$ cat src/rtl/core/ptb_pkg.sv
// ----------------------------------------------------------------------------
// ptb_pkg
// Shared types, constants and elaboration-time tables for the stereo tone
// burst core: register indexes, controller commands, pitch and sine tables.
// ----------------------------------------------------------------------------
package ptb_pkg;

   // Fixed synthesis constants of the oscillator
   localparam int SINE_TABLE_DEPTH = 1024;
   localparam int PHASE_BITS       = 32;
   localparam int SAMPLE_RATE_HZ   = 44100;

   localparam int SINE_IDX_BITS = $clog2(SINE_TABLE_DEPTH);
   localparam int SINE_QUARTER  = SINE_TABLE_DEPTH / 4;
   localparam int TURN_SHIFT    = 32 - SINE_IDX_BITS;

   // Pitch quotient spans notes 36..96
   localparam int NOTE_SPAN = 61;
   localparam int Q_BITS    = 6;

   // Shared divider sizes
   localparam int DIV_NUM_BITS = 38;
   localparam int DIV_DEN_BITS = 32;

   // Configuration port
   localparam int CSR_INDEX_BITS = 3;
   localparam int CSR_DATA_BITS  = 32;

   typedef enum logic [CSR_INDEX_BITS-1:0] {
      CSR_VALUE_MIN      = 3'd0,
      CSR_VALUE_MAX      = 3'd1,
      CSR_NOTE_LENGTH    = 3'd2,
      CSR_ATTACK_LENGTH  = 3'd3,
      CSR_RELEASE_LENGTH = 3'd4,
      CSR_PEAK_AMPLITUDE = 3'd5
   } csr_index_type;

   typedef enum logic {
      OP_START = 1'b0,
      OP_TICK  = 1'b1
   } op_type;

   typedef enum logic [3:0] {
      ST_IDLE,
      ST_DECODE,
      ST_PITCH_L,
      ST_WAIT_L,
      ST_PITCH_R,
      ST_WAIT_R,
      ST_BEGIN,
      ST_CHECK,
      ST_ENV_WAIT,
      ST_SINE_L,
      ST_SHAPE_L,
      ST_SINE_R,
      ST_SHAPE_R,
      ST_OUT
   } ctl_state_type;

   typedef struct packed {
      logic load_req;
      logic side;          // 0 left, 1 right
      logic div_pitch;
      logic div_env;
      logic store_step;
      logic note_begin;
      logic note_end;
      logic amp_from_div;
      logic amp_from_peak;
      logic sine_load;
      logic shape_store;
      logic out_load;
   } ctl_cmd_type;

   typedef struct packed {
      logic op_tick;
      logic pitch_direct;
      logic div_done;
      logic tick_skip;
      logic env_divide;
      logic out_free;
   } ctl_status_type;

   typedef logic [PHASE_BITS-1:0] phase_type;
   typedef phase_type step_table_type [NOTE_SPAN];
   typedef logic [14:0] mag_type;
   typedef mag_type sine_table_type [SINE_QUARTER];

   localparam longint unsigned TOP_OCTAVE_Q16 [12] = '{
      64'd137167144, 64'd0, 64'd153964914, 64'd0, 64'd172819773, 64'd0,
      64'd0, 64'd205518503, 64'd0, 64'd230686720, 64'd0, 64'd0};
   localparam int SCALE_SNAP [12] = '{0, 0, 2, 2, 4, 4, 4, 7, 7, 9, 9, 0};
   localparam longint unsigned HALF_PI_Q30 = 64'd1686629713;
   localparam longint unsigned Q30_ONE     = 64'd1 << 30;

   // Phase step for each pitch quotient, snapped to the pentatonic scale
   function automatic step_table_type build_step_table();
      step_table_type   tab;
      int               note;
      int               oct;
      int               pc;
      int               snapped;
      longint unsigned  num;
      longint unsigned  mask;
      mask = (64'd1 << PHASE_BITS) - 64'd1;
      for (int q = 0; q < NOTE_SPAN; q++) begin
         note    = 36 + q;
         oct     = note / 12;
         pc      = note % 12;
         snapped = oct * 12 + SCALE_SNAP[pc] + ((pc == 11) ? 12 : 0);
         oct     = snapped / 12;
         pc      = snapped % 12;
         num     = TOP_OCTAVE_Q16[pc] << (PHASE_BITS - 24 + oct);
         tab[q]  = phase_type'(((num + SAMPLE_RATE_HZ / 2) / SAMPLE_RATE_HZ) & mask);
      end
      return tab;
   endfunction

   // Quarter-wave sine magnitude in Q15 by a truncated Taylor series
   function automatic mag_type sine_mag(input int f);
      longint unsigned r;
      longint unsigned a;
      longint unsigned a2;
      longint unsigned t;
      longint unsigned s;
      r  = longint'(f) << TURN_SHIFT;
      a  = (r * HALF_PI_Q30) >> 30;
      a2 = (a * a) >> 30;
      t  = Q30_ONE - a2 / 72;
      t  = Q30_ONE - ((a2 * t) >> 30) / 42;
      t  = Q30_ONE - ((a2 * t) >> 30) / 20;
      t  = Q30_ONE - ((a2 * t) >> 30) / 6;
      s  = (a * t) >> 30;
      s  = (s + 64'd16384) >> 15;
      if (s > 64'd32767) begin
         s = 64'd32767;
      end
      return mag_type'(s);
   endfunction

   function automatic sine_table_type build_sine_table();
      sine_table_type tab;
      for (int f = 0; f < SINE_QUARTER; f++) begin
         tab[f] = sine_mag(f);
      end
      return tab;
   endfunction

   localparam step_table_type STEP_TABLE = build_step_table();
   localparam sine_table_type SINE_TABLE = build_sine_table();
   localparam mag_type        SINE_PEAK  = sine_mag(SINE_QUARTER);

endpackage

$ cat src/rtl/core/pentatonic_stereo_tone_burst_core.sv
// ----------------------------------------------------------------------------
// pentatonic_stereo_tone_burst_core
// Stereo tone burst generator: start beats set two pentatonic pitches, tick
// beats during a note return one enveloped stereo sine sample each.
// ----------------------------------------------------------------------------
//  channel  dir  handshake            payload
//  req      in   req_tvalid/tready    tdata {right_value, left_value}, tuser operation
//  rsp      out  rsp_tvalid/tready    tdata {right_sample, left_sample}, tlast last
//  csr      in   csr_we               csr_index, csr_wdata
//
//  A start beat waits twice on the shared bit-serial divider (38 quotient
//  bits) for pitch scaling, and skips it when the bounds are equal or
//  inverted. A tick beat waits on the divider on attack or release, not on
//  the envelope plateau, and a tick that gives no sample ends at the check.
//  One beat is in work at a time; req_tready is high only when idle. The
//  result sits in an output register, so a stalled rsp blocks only the next
//  tick's final load. Reset is synchronous and restores register defaults.
// ----------------------------------------------------------------------------
module pentatonic_stereo_tone_burst_core (
   input  logic                               clock,
   input  logic                               reset,
   input  logic                               csr_we,
   input  logic [ptb_pkg::CSR_INDEX_BITS-1:0] csr_index,
   input  logic [ptb_pkg::CSR_DATA_BITS-1:0]  csr_wdata,
   input  logic                               req_tvalid,
   output logic                               req_tready,
   input  logic [63:0]                        req_tdata,   // left_value, right_value
   input  logic                               req_tuser,   // operation
   output logic                               rsp_tvalid,
   input  logic                               rsp_tready,
   output logic [31:0]                        rsp_tdata,   // left_sample, right_sample
   output logic                               rsp_tlast
);

   ptb_pkg::ctl_cmd_type    cmd;
   ptb_pkg::ctl_status_type status;

   ptb_controller u_controller (
      .clock      (clock),
      .reset      (reset),
      .req_tvalid (req_tvalid),
      .req_tready (req_tready),
      .status     (status),
      .cmd        (cmd)
   );

   ptb_datapath u_datapath (
      .clock      (clock),
      .reset      (reset),
      .csr_we     (csr_we),
      .csr_index  (csr_index),
      .csr_wdata  (csr_wdata),
      .req_tdata  (req_tdata),
      .req_tuser  (req_tuser),
      .rsp_tvalid (rsp_tvalid),
      .rsp_tready (rsp_tready),
      .rsp_tdata  (rsp_tdata),
      .rsp_tlast  (rsp_tlast),
      .cmd        (cmd),
      .status     (status)
   );

endmodule

$ cat src/rtl/core/ptb_divider.sv
// ----------------------------------------------------------------------------
// ptb_divider
// Restoring unsigned divider, one quotient bit per cycle.
// ----------------------------------------------------------------------------
module ptb_divider #(
   parameter int NUM_BITS = ptb_pkg::DIV_NUM_BITS,
   parameter int DEN_BITS = ptb_pkg::DIV_DEN_BITS
) (
   input  logic                clock,
   input  logic                reset,
   input  logic                start,
   input  logic [NUM_BITS-1:0] numer,
   input  logic [DEN_BITS-1:0] denom,
   output logic                done,
   output logic [NUM_BITS-1:0] quotient
);

   localparam int CW = $clog2(NUM_BITS + 1);

   logic [DEN_BITS:0]   rem_ff, rem_in;
   logic [NUM_BITS-1:0] quo_ff, quo_in;
   logic [DEN_BITS-1:0] den_ff, den_in;
   logic [CW-1:0]       count_ff, count_in;
   logic                busy_ff, busy_in;
   logic                done_ff, done_in;
   logic [DEN_BITS:0]   shifted;
   logic [DEN_BITS:0]   den_ext;

   assign den_ext = {1'b0, den_ff};
   assign shifted = {rem_ff[DEN_BITS-1:0], quo_ff[NUM_BITS-1]};

   // Shift in one dividend bit, subtract when the divisor fits
   always_comb begin
      rem_in   = rem_ff;
      quo_in   = quo_ff;
      den_in   = den_ff;
      count_in = count_ff;
      busy_in  = busy_ff;
      done_in  = 1'b0;
      if (start) begin
         rem_in   = '0;
         quo_in   = numer;
         den_in   = denom;
         count_in = '0;
         busy_in  = 1'b1;
      end else if (busy_ff) begin
         if (shifted >= den_ext) begin
            rem_in = shifted - den_ext;
            quo_in = {quo_ff[NUM_BITS-2:0], 1'b1};
         end else begin
            rem_in = shifted;
            quo_in = {quo_ff[NUM_BITS-2:0], 1'b0};
         end
         count_in = count_ff + CW'(1);
         if (count_ff == CW'(NUM_BITS - 1)) begin
            busy_in = 1'b0;
            done_in = 1'b1;
         end
      end
   end

   always_ff @(posedge clock) begin
      if (reset) begin
         busy_ff  <= 1'b0;
         done_ff  <= 1'b0;
         count_ff <= '0;
      end else begin
         busy_ff  <= busy_in;
         done_ff  <= done_in;
         count_ff <= count_in;
      end
      rem_ff <= rem_in;
      quo_ff <= quo_in;
      den_ff <= den_in;
   end

   assign done     = done_ff;
   assign quotient = quo_ff;

endmodule

$ cat src/rtl/core/ptb_datapath.sv
// ----------------------------------------------------------------------------
// ptb_datapath
// Registers, pitch mapping, envelope, sine lookup and output beat register.
// ----------------------------------------------------------------------------
module ptb_datapath (
   input  logic                                clock,
   input  logic                                reset,
   input  logic                                csr_we,
   input  logic [ptb_pkg::CSR_INDEX_BITS-1:0]  csr_index,
   input  logic [ptb_pkg::CSR_DATA_BITS-1:0]   csr_wdata,
   input  logic [63:0]                         req_tdata,
   input  logic                                req_tuser,
   output logic                                rsp_tvalid,
   input  logic                                rsp_tready,
   output logic [31:0]                         rsp_tdata,
   output logic                                rsp_tlast,
   input  ptb_pkg::ctl_cmd_type                cmd,
   output ptb_pkg::ctl_status_type             status
);

   localparam int IB = ptb_pkg::SINE_IDX_BITS;
   localparam int PB = ptb_pkg::PHASE_BITS;

   // Configuration registers
   logic signed [31:0] vmin_ff, vmax_ff;
   logic [11:0]        nlen_ff, alen_ff, rlen_ff;
   logic [14:0]        peak_ff;

   always_ff @(posedge clock) begin
      if (reset) begin
         vmin_ff <= 32'sd0;
         vmax_ff <= 32'sd255;
         nlen_ff <= 12'd2205;
         alen_ff <= 12'd220;
         rlen_ff <= 12'd661;
         peak_ff <= 15'd16000;
      end else if (csr_we) begin
         case (ptb_pkg::csr_index_type'(csr_index))
            ptb_pkg::CSR_VALUE_MIN:      vmin_ff <= csr_wdata;
            ptb_pkg::CSR_VALUE_MAX:      vmax_ff <= csr_wdata;
            ptb_pkg::CSR_NOTE_LENGTH:    nlen_ff <= csr_wdata[11:0];
            ptb_pkg::CSR_ATTACK_LENGTH:  alen_ff <= csr_wdata[11:0];
            ptb_pkg::CSR_RELEASE_LENGTH: rlen_ff <= csr_wdata[11:0];
            ptb_pkg::CSR_PEAK_AMPLITUDE: peak_ff <= csr_wdata[14:0];
            default: ;
         endcase
      end
   end

   // Captured request beat
   logic signed [31:0] lval_ff, rval_ff;
   logic               op_ff;

   always_ff @(posedge clock) begin
      if (cmd.load_req) begin
         lval_ff <= req_tdata[31:0];
         rval_ff <= req_tdata[63:32];
         op_ff   <= req_tuser;
      end
   end

   // Pitch mapping: clamp and scale to a quotient over the value range
   logic signed [32:0] lo33, hi33, v33, range33;
   logic [31:0]        diff32;
   logic [ptb_pkg::DIV_NUM_BITS-1:0] pitch_num;
   logic               pitch_direct;

   assign lo33    = {vmin_ff[31], vmin_ff};
   assign hi33    = {vmax_ff[31], vmax_ff};
   assign v33     = cmd.side ? {rval_ff[31], rval_ff} : {lval_ff[31], lval_ff};
   assign range33 = hi33 - lo33;
   assign pitch_direct = range33[32] || (range33 == 33'sd0);

   always_comb begin
      logic signed [32:0] d;
      d = v33 - lo33;
      if (v33 < lo33) begin
         diff32 = '0;
      end else if (v33 > hi33) begin
         diff32 = range33[31:0];
      end else begin
         diff32 = d[31:0];
      end
   end

   assign pitch_num = ptb_pkg::DIV_NUM_BITS'(diff32) * ptb_pkg::DIV_NUM_BITS'(60);

   // Envelope segment decode on the running sample index
   logic [11:0]        idx_ff;
   logic               active_ff;
   logic               in_attack, in_release, tick_skip;
   logic signed [13:0] rel_thresh;
   logic [11:0]        env_b, env_den;
   logic [26:0]        env_prod;
   logic [12:0]        idx_next;

   assign idx_next   = {1'b0, idx_ff} + 13'd1;
   assign tick_skip  = !active_ff || (idx_ff >= nlen_ff);
   assign in_attack  = (alen_ff != 12'd0) && (idx_ff < alen_ff);
   assign rel_thresh = $signed({2'b00, nlen_ff}) - $signed({2'b00, rlen_ff});
   assign in_release = (rlen_ff != 12'd0) && ($signed({2'b00, idx_ff}) > rel_thresh);
   assign env_b      = in_attack ? idx_ff : (nlen_ff - idx_ff);
   assign env_den    = in_attack ? alen_ff : rlen_ff;
   assign env_prod   = 27'(peak_ff) * 27'(env_b);

   // Shared divider for pitch scaling and envelope slopes
   logic                             div_done;
   logic [ptb_pkg::DIV_NUM_BITS-1:0] div_quo;
   logic [ptb_pkg::DIV_NUM_BITS-1:0] div_numer;
   logic [ptb_pkg::DIV_DEN_BITS-1:0] div_denom;

   assign div_numer = cmd.div_env ? ptb_pkg::DIV_NUM_BITS'(env_prod) : pitch_num;
   assign div_denom = cmd.div_env ? ptb_pkg::DIV_DEN_BITS'(env_den) : range33[31:0];

   ptb_divider #(
      .NUM_BITS (ptb_pkg::DIV_NUM_BITS),
      .DEN_BITS (ptb_pkg::DIV_DEN_BITS)
   ) u_divider (
      .clock    (clock),
      .reset    (reset),
      .start    (cmd.div_pitch | cmd.div_env),
      .numer    (div_numer),
      .denom    (div_denom),
      .done     (div_done),
      .quotient (div_quo)
   );

   // Phase steps from the pitch quotient
   logic [ptb_pkg::Q_BITS-1:0] q_sel;
   ptb_pkg::phase_type         lstep_ff, rstep_ff;

   always_comb begin
      if (!pitch_direct) begin
         q_sel = div_quo[ptb_pkg::Q_BITS-1:0];
      end else if (range33 == 33'sd0) begin
         q_sel = '0;
      end else begin
         q_sel = ptb_pkg::Q_BITS'(ptb_pkg::NOTE_SPAN - 1);
      end
   end

   always_ff @(posedge clock) begin
      if (reset) begin
         lstep_ff <= '0;
         rstep_ff <= '0;
      end else if (cmd.store_step) begin
         if (cmd.side) begin
            rstep_ff <= ptb_pkg::STEP_TABLE[q_sel];
         end else begin
            lstep_ff <= ptb_pkg::STEP_TABLE[q_sel];
         end
      end
   end

   // Sine lookup: fold the phase to a quarter wave
   ptb_pkg::phase_type  lphase_ff, rphase_ff, phase_sel;
   logic [IB-1:0]       sidx;
   logic [IB-3:0]       kidx;
   logic [IB-2:0]       fidx;
   ptb_pkg::mag_type    mag, mag_ff;
   logic                neg_ff;

   assign phase_sel = cmd.side ? rphase_ff : lphase_ff;
   assign sidx      = phase_sel[PB-1 -: IB];
   assign kidx      = sidx[IB-3:0];
   assign fidx      = sidx[IB-2] ? ((IB-1)'(ptb_pkg::SINE_QUARTER) - {1'b0, kidx})
                                 : {1'b0, kidx};
   assign mag       = fidx[IB-2] ? ptb_pkg::SINE_PEAK : ptb_pkg::SINE_TABLE[fidx[IB-3:0]];

   always_ff @(posedge clock) begin
      if (cmd.sine_load) begin
         mag_ff <= mag;
         neg_ff <= sidx[IB-1];
      end
   end

   // Envelope amplitude and shaped samples
   logic [14:0] amp_ff;
   logic [29:0] shape_prod;
   logic [15:0] shaped;
   logic [15:0] lsamp_ff, rsamp_ff;

   assign shape_prod = 30'(amp_ff) * 30'(mag_ff);
   assign shaped     = neg_ff ? (16'd0 - {1'b0, shape_prod[29:15]}) : {1'b0, shape_prod[29:15]};

   always_ff @(posedge clock) begin
      if (cmd.amp_from_div) begin
         amp_ff <= div_quo[14:0];
      end else if (cmd.amp_from_peak) begin
         amp_ff <= peak_ff;
      end
      if (cmd.shape_store) begin
         if (cmd.side) begin
            rsamp_ff <= shaped;
         end else begin
            lsamp_ff <= shaped;
         end
      end
   end

   // Note state: begin, end, advance on each delivered sample
   always_ff @(posedge clock) begin
      if (reset) begin
         active_ff <= 1'b0;
         idx_ff    <= '0;
         lphase_ff <= '0;
         rphase_ff <= '0;
      end else if (cmd.note_begin) begin
         active_ff <= 1'b1;
         idx_ff    <= '0;
         lphase_ff <= '0;
         rphase_ff <= '0;
      end else if (cmd.note_end) begin
         active_ff <= 1'b0;
      end else if (cmd.out_load) begin
         idx_ff    <= idx_next[11:0];
         lphase_ff <= lphase_ff + lstep_ff;
         rphase_ff <= rphase_ff + rstep_ff;
         if (idx_next >= {1'b0, nlen_ff}) begin
            active_ff <= 1'b0;
         end
      end
   end

   // Output beat register
   logic        rsp_valid_ff;
   logic [31:0] rsp_data_ff;
   logic        rsp_last_ff;

   always_ff @(posedge clock) begin
      if (reset) begin
         rsp_valid_ff <= 1'b0;
      end else if (cmd.out_load) begin
         rsp_valid_ff <= 1'b1;
      end else if (rsp_tready) begin
         rsp_valid_ff <= 1'b0;
      end
      if (cmd.out_load) begin
         rsp_data_ff <= {rsamp_ff, lsamp_ff};
         rsp_last_ff <= (idx_next == {1'b0, nlen_ff});
      end
   end

   assign rsp_tvalid = rsp_valid_ff;
   assign rsp_tdata  = rsp_data_ff;
   assign rsp_tlast  = rsp_last_ff;

   assign status.op_tick      = (ptb_pkg::op_type'(op_ff) == ptb_pkg::OP_TICK);
   assign status.pitch_direct = pitch_direct;
   assign status.div_done     = div_done;
   assign status.tick_skip    = tick_skip;
   assign status.env_divide   = in_attack | in_release;
   assign status.out_free     = !rsp_valid_ff || rsp_tready;

`ifndef SYNTHESIS
   a_out_load_valid : assert property (@(posedge clock) disable iff (reset)
      cmd.out_load |=> rsp_valid_ff)
      else $error("output beat not held after load");

   a_note_begin : assert property (@(posedge clock) disable iff (reset)
      cmd.note_begin |=> active_ff && (idx_ff == 12'd0) && (lphase_ff == '0)
                         && (rphase_ff == '0))
      else $error("note start did not clear the burst state");

   a_index_step : assert property (@(posedge clock) disable iff (reset)
      cmd.out_load && !cmd.note_begin && !cmd.note_end
      |=> idx_ff == $past(idx_ff) + 12'd1)
      else $error("sample index did not advance by one");
`endif

endmodule

$ cat src/rtl/core/ptb_controller.sv
// ----------------------------------------------------------------------------
// ptb_controller
// Sequencer for start and tick beats: drives the datapath by commands.
// ----------------------------------------------------------------------------
module ptb_controller (
   input  logic                     clock,
   input  logic                     reset,
   input  logic                     req_tvalid,
   output logic                     req_tready,
   input  ptb_pkg::ctl_status_type  status,
   output ptb_pkg::ctl_cmd_type     cmd
);

   ptb_pkg::ctl_state_type state_ff, state_in;

   always_ff @(posedge clock) begin
      if (reset) begin
         state_ff <= ptb_pkg::ST_IDLE;
      end else begin
         state_ff <= state_in;
      end
   end

   // Next state
   always_comb begin
      state_in = state_ff;
      case (state_ff)
         ptb_pkg::ST_IDLE: begin
            if (req_tvalid) state_in = ptb_pkg::ST_DECODE;
         end
         ptb_pkg::ST_DECODE: begin
            state_in = status.op_tick ? ptb_pkg::ST_CHECK : ptb_pkg::ST_PITCH_L;
         end
         ptb_pkg::ST_PITCH_L: begin
            state_in = status.pitch_direct ? ptb_pkg::ST_PITCH_R : ptb_pkg::ST_WAIT_L;
         end
         ptb_pkg::ST_WAIT_L: begin
            if (status.div_done) state_in = ptb_pkg::ST_PITCH_R;
         end
         ptb_pkg::ST_PITCH_R: begin
            state_in = status.pitch_direct ? ptb_pkg::ST_BEGIN : ptb_pkg::ST_WAIT_R;
         end
         ptb_pkg::ST_WAIT_R: begin
            if (status.div_done) state_in = ptb_pkg::ST_BEGIN;
         end
         ptb_pkg::ST_BEGIN: begin
            state_in = ptb_pkg::ST_IDLE;
         end
         ptb_pkg::ST_CHECK: begin
            if (status.tick_skip) begin
               state_in = ptb_pkg::ST_IDLE;
            end else if (status.env_divide) begin
               state_in = ptb_pkg::ST_ENV_WAIT;
            end else begin
               state_in = ptb_pkg::ST_SINE_L;
            end
         end
         ptb_pkg::ST_ENV_WAIT: begin
            if (status.div_done) state_in = ptb_pkg::ST_SINE_L;
         end
         ptb_pkg::ST_SINE_L:  state_in = ptb_pkg::ST_SHAPE_L;
         ptb_pkg::ST_SHAPE_L: state_in = ptb_pkg::ST_SINE_R;
         ptb_pkg::ST_SINE_R:  state_in = ptb_pkg::ST_SHAPE_R;
         ptb_pkg::ST_SHAPE_R: state_in = ptb_pkg::ST_OUT;
         ptb_pkg::ST_OUT: begin
            if (status.out_free) state_in = ptb_pkg::ST_IDLE;
         end
         default: state_in = ptb_pkg::ST_IDLE;
      endcase
   end

   // Outputs
   always_comb begin
      cmd        = '0;
      req_tready = 1'b0;
      case (state_ff)
         ptb_pkg::ST_IDLE: begin
            req_tready   = 1'b1;
            cmd.load_req = req_tvalid;
         end
         ptb_pkg::ST_PITCH_L: begin
            cmd.store_step = status.pitch_direct;
            cmd.div_pitch  = !status.pitch_direct;
         end
         ptb_pkg::ST_WAIT_L: begin
            cmd.store_step = status.div_done;
         end
         ptb_pkg::ST_PITCH_R: begin
            cmd.side       = 1'b1;
            cmd.store_step = status.pitch_direct;
            cmd.div_pitch  = !status.pitch_direct;
         end
         ptb_pkg::ST_WAIT_R: begin
            cmd.side       = 1'b1;
            cmd.store_step = status.div_done;
         end
         ptb_pkg::ST_BEGIN: begin
            cmd.note_begin = 1'b1;
         end
         ptb_pkg::ST_CHECK: begin
            cmd.note_end      = status.tick_skip;
            cmd.div_env       = !status.tick_skip && status.env_divide;
            cmd.amp_from_peak = !status.tick_skip && !status.env_divide;
         end
         ptb_pkg::ST_ENV_WAIT: begin
            cmd.amp_from_div = status.div_done;
         end
         ptb_pkg::ST_SINE_L: begin
            cmd.sine_load = 1'b1;
         end
         ptb_pkg::ST_SHAPE_L: begin
            cmd.shape_store = 1'b1;
         end
         ptb_pkg::ST_SINE_R: begin
            cmd.side      = 1'b1;
            cmd.sine_load = 1'b1;
         end
         ptb_pkg::ST_SHAPE_R: begin
            cmd.side        = 1'b1;
            cmd.shape_store = 1'b1;
         end
         ptb_pkg::ST_OUT: begin
            cmd.out_load = status.out_free;
         end
         default: ;
      endcase
   end

`ifndef SYNTHESIS
   a_load_when_free : assert property (@(posedge clock) disable iff (reset)
      cmd.out_load |-> status.out_free)
      else $error("output beat loaded over a pending beat");

   a_env_wait_hold : assert property (@(posedge clock) disable iff (reset)
      (state_ff == ptb_pkg::ST_ENV_WAIT) && !status.div_done
      |=> state_ff == ptb_pkg::ST_ENV_WAIT)
      else $error("envelope wait left before the divider finished");

   a_div_single : assert property (@(posedge clock) disable iff (reset)
      !(cmd.div_pitch && cmd.div_env))
      else $error("divider started for pitch and envelope at once");
`endif

endmodule

$ cat config.mk
export PLATFORM = sky130hd
export DESIGN_NAME = pentatonic_stereo_tone_burst_core
export DESIGN_NICKNAME = d
export VERILOG_FILES = /design/src/rtl/core/ptb_pkg.sv /design/src/rtl/core/pentatonic_stereo_tone_burst_core.sv /design/src/rtl/core/ptb_divider.sv /design/src/rtl/core/ptb_datapath.sv /design/src/rtl/core/ptb_controller.sv
export SDC_FILE = /design/constraint.sdc
export NUM_CORES = 2
export LEC_CHECK = 0
export ABC_AREA = 1
export CAP_MARGIN = 20
export CORE_UTILIZATION = 55
export DETAILED_ROUTE_END_ITERATION = 10
export DONT_BUFFER_PORTS = 1
export HOLD_SLACK_MARGIN = 0.03
export PLACE_DENSITY = 0.77
export SYNTH_ARGS = -nofsm -noshare
export SYNTH_HDL_FRONTEND = slang
export SYNTH_SLANG_ARGS = --single-unit
$ cat constraint.sdc
create_clock -name clock -period 7.55 [get_ports clock]
set_input_delay 0.755 -clock clock [delete_from_list [all_inputs] [get_ports clock]]
set_output_delay 0.755 -clock clock [all_outputs]
set_load 0.05 [all_outputs]
==> flow_summary.json <==
{
  "fin_skew_ns": 0.05392,
  "synthMuxAreaShare": 0.0003787,
  "coreArea_um2": 95150,
  "cpMostUsedCell": "nand2_1",
  "cts_root_buf": "clkbuf_16",
  "die-area_um2": 97370,
  "yosys_warnings": 0,
  "worst_setup_path_start_kind": "flip-flop",
  "hold_viol": 0,
  "port-buffer-count": 0,
  "synth_top_family_by_area": "adder cells",
  "synth-compound-area-share": 0.1587,
  "finalCritPeriodShare": 0.9560,
  "die_height_um": 312.0,
  "final_util": 0.6003,
  "register_area_um2": 12800,
  "cp_data_required_time_ns": 7.99,
  "clkLatencyLatePin_ns": 0.70,
  "multiInputGateArea_um2": 34660,
  "grt_max_degree": 87,
  "clk_pin_slew_ns": 0.07,
  "holdBufCountCts": 0,
  "cp-end-kind": "flip-flop",
  "syn_area_um2": 52870,
  "finalWeightedCongestion": 1.050,
  "synth.distinct_cells": 65,
  "rsz0062_at_grt": "true",
  "synth_seq_area_share": 0.2422,
  "worst_slew_pin_slew_ns": 1.087,
  "grt_pass1_vias": 47640,
  "nets": 8197,
  "synth-simple-area-share": 0.2120,
  "synth-xor-area-share": 0.03678,
  "dpl.hpwl_mm": 130.9,
  "start_util": 0.5556,
  "area_growth_pct": 8.049,
  "die_w_um": 312.0,
  "status": "complete, but fails checks",
  "cts_tree": "built",
  "syn-num-nets": 8240,
  "fin_crit_ns": 7.218,
  "grt.total_usage": 0.3384,
  "cpPeakStageDelay_ns": 0.57,
  "cp_slowest_cell": "fa_1",
  "ant_nets": 0,
  "first_iter_violations": 4980,
  "clock-sinks": 524,
  "cts_htree_levels": 2,
  "yosys_most_used_dff": "dfxtp_1",
  "vias": 49830,
  "syn_inst": 7322,
  "hold_class": "in -> reg",
  "drive_gt1_frac": 0.05170,
  "cts.path.max_buffers": 3,
  "cts_buffers": 60,
  "maxCapViolations": 0,
  "overflow": 0,
  "synth_area_per_cell_um2": 7.220,
  "synth_edf_count": 231,
  "critical_path_class": "reg -> reg",
  "wl_mm": 167.8,
  "placementRows": 113,
  "drt-pass1-iter-count": 11,
  "worstPathArrival_ns": 7.66,
  "ios": 140,
  "final_cell_mix": "nand2_1, inv_1, a21oi_1, nor2_1, o21ai_0",
  "nFillCells": 8715,
  "async_flop_share": 0,
  "layout_commonest_cell": "nand2_1",
  "grt_first_pass_wirelength_mm": 261.9,
  "drcViolationCount": 2,
  "routedWlPerCell_um": 19.52,
  "fmax_mhz": 138.5,
  "slew_viol_final": 0,
  "vias_per_cell": 5.796,
  "ys_ff_latch": 524,
  "violations": "design-rule violations",
  "crit_fanout": 14,
  "synthAdderAreaFrac": 0.2404,
  "antenna_found_initial": 5,
  "setup_viol": 0,
  "slew_headroom": 0.2679
}
-- synth_stat cells (14+ instances only) --
| library cell | n | area [um^2] |
|---|---|---|
| dfxtp_1 | 293 | 5866 |
| nand3_1 | 280 | 1401 |
| clkbuf_1 | 161 | 604.3 |
| nand4_1 | 59 | 369.1 |
| o31ai_1 | 16 | 120.1 |
| a21oi_1 | 630 | 3153 |
| fa_1 | 338 | 6766 |
| edfxtp_1 | 231 | 6937 |
| o21a_1 | 27 | 202.7 |
| ha_1 | 475 | 5943 |
| a21boi_0 | 18 | 135.1 |
| nor3_1 | 45 | 225.2 |
| o21ai_0 | 516 | 2582 |
| a31oi_1 | 34 | 212.7 |
| nand3b_1 | 14 | 105.1 |
| nor4_1 | 27 | 168.9 |
| o211ai_1 | 122 | 915.9 |
| buf_1 | 16 | 60.06 |
| a21o_1 | 18 | 135.1 |
| buf_2 | 46 | 230.2 |
| inv_1 | 1237 | 4643 |
| xnor2_1 | 82 | 718.2 |
| o21bai_1 | 31 | 232.7 |
| o21ai_1 | 21 | 105.1 |
| nor2_1 | 521 | 1956 |
| nand2_1 | 1752 | 6576 |
| xor2_1 | 140 | 1226 |
-- critical path, delay by kind of cell, from the launching register on --
family | cells | cell delay [ns]
xor+xnor | 1 | 0.06
compound gates | 8 | 1.28
flops | 1 | 0.50
fa+ha+maj | 7 | 3.20
buf+inv | 3 | 0.68
simple gates | 13 | 1.23
-- registers in the layout, indices dropped and copies added, names as in the netlist, 15 cells and up --
signal	cells
u_datapath.u_divider.rem_ff	32
u_datapath.mag_ff	15
u_datapath.rval_ff	32
u_datapath.lsamp_ff	16
u_datapath.lval_ff	32
u_datapath.rstep_ff	28
u_datapath.u_divider.quotient	38
u_datapath.lstep_ff	28
u_datapath.lphase_ff	32
u_datapath.rphase_ff	32
u_datapath.rsamp_ff	16
u_datapath.amp_ff	15
u_datapath.peak_ff	15
u_datapath.vmax_ff	32
u_datapath.vmin_ff	32
u_datapath.rsp_tdata	32
u_datapath.u_divider.den_ff	32
-- kinds of logic (layout without fill, tap and decap cells) --
group                      count (synthesis)  after routing
other                                      0              1
AOI/OAI and AO/OA                       1504           1504
DFF                                      524            524
adders and majority gates                813            813
and+or+nand+nor                         2753           2753
xor gates and xnor gates                 222            222
muxes                                      2              2
buffers and inverters                   1504           1513
-- repair_timing --
action / 4_1_cts / 5_1_grt
gates resized for setup: 1 / 96
setup endpoints to repair: 2 / 27
pin swaps: 0 / 27
setup buffers: 0 / 23
-- through the flow --
stage               instances  setup WS, ns  instance area, um^2  TNS [ns]  hold slack, ns
finish                   8597        0.3320                57120         0          0.1227
global route             8596      -0.07310                57120   -0.2527          0.1036
CTS                      8571       0.03599                56530         0         0.09288
detailed placement       8457      -0.05312                54310  -0.05312          0.4045
global placement         8457        0.2393                54310         0          0.4014
floorplan                7322        0.3872                52870         0          0.4003
-- final timing paths --
path / from / endpoint / slack (ns) / cells after the start
worst max-delay path: u_datapath.idx_ff[7] / u_datapath.u_divider.quotient[20] / 0.33 / 32
worst min-delay path: reset / u_controller.state_ff[3] / 0.12 / 1
worst max register to register: u_datapath.idx_ff[7] / u_datapath.u_divider.quotient[20] / 0.33 / 32
worst min register to register: u_datapath.lsamp_ff[15] / u_datapath.rsp_tdata[15] / 0.42 / 0
-- metal layers --
layer	track usage	vias up	wire length [um]
li1	-	23620	-
met1	0.4755	23370	71840
met2	0.5218	2427	72600
met3	0.06928	411	17690
met4	0.1067	4	5683
met5	0	-	27
-- final cells by class --
class,count,area share
Inverter,1263,0.08319
Tap cell,1265,0.02771
Sequential cell,524,0.2241
Timing Repair Buffer,136,0.01943
Clock buffer,75,0.02869
Clock inverter,39,0.01012
Multi-Input combinational cell,5294,0.6067
Antenna cell,1,0.00004381
Power is left out: the tool's default activity adds up to more than one toggle a clock period on the data nets, which glitch-free logic cannot reach.
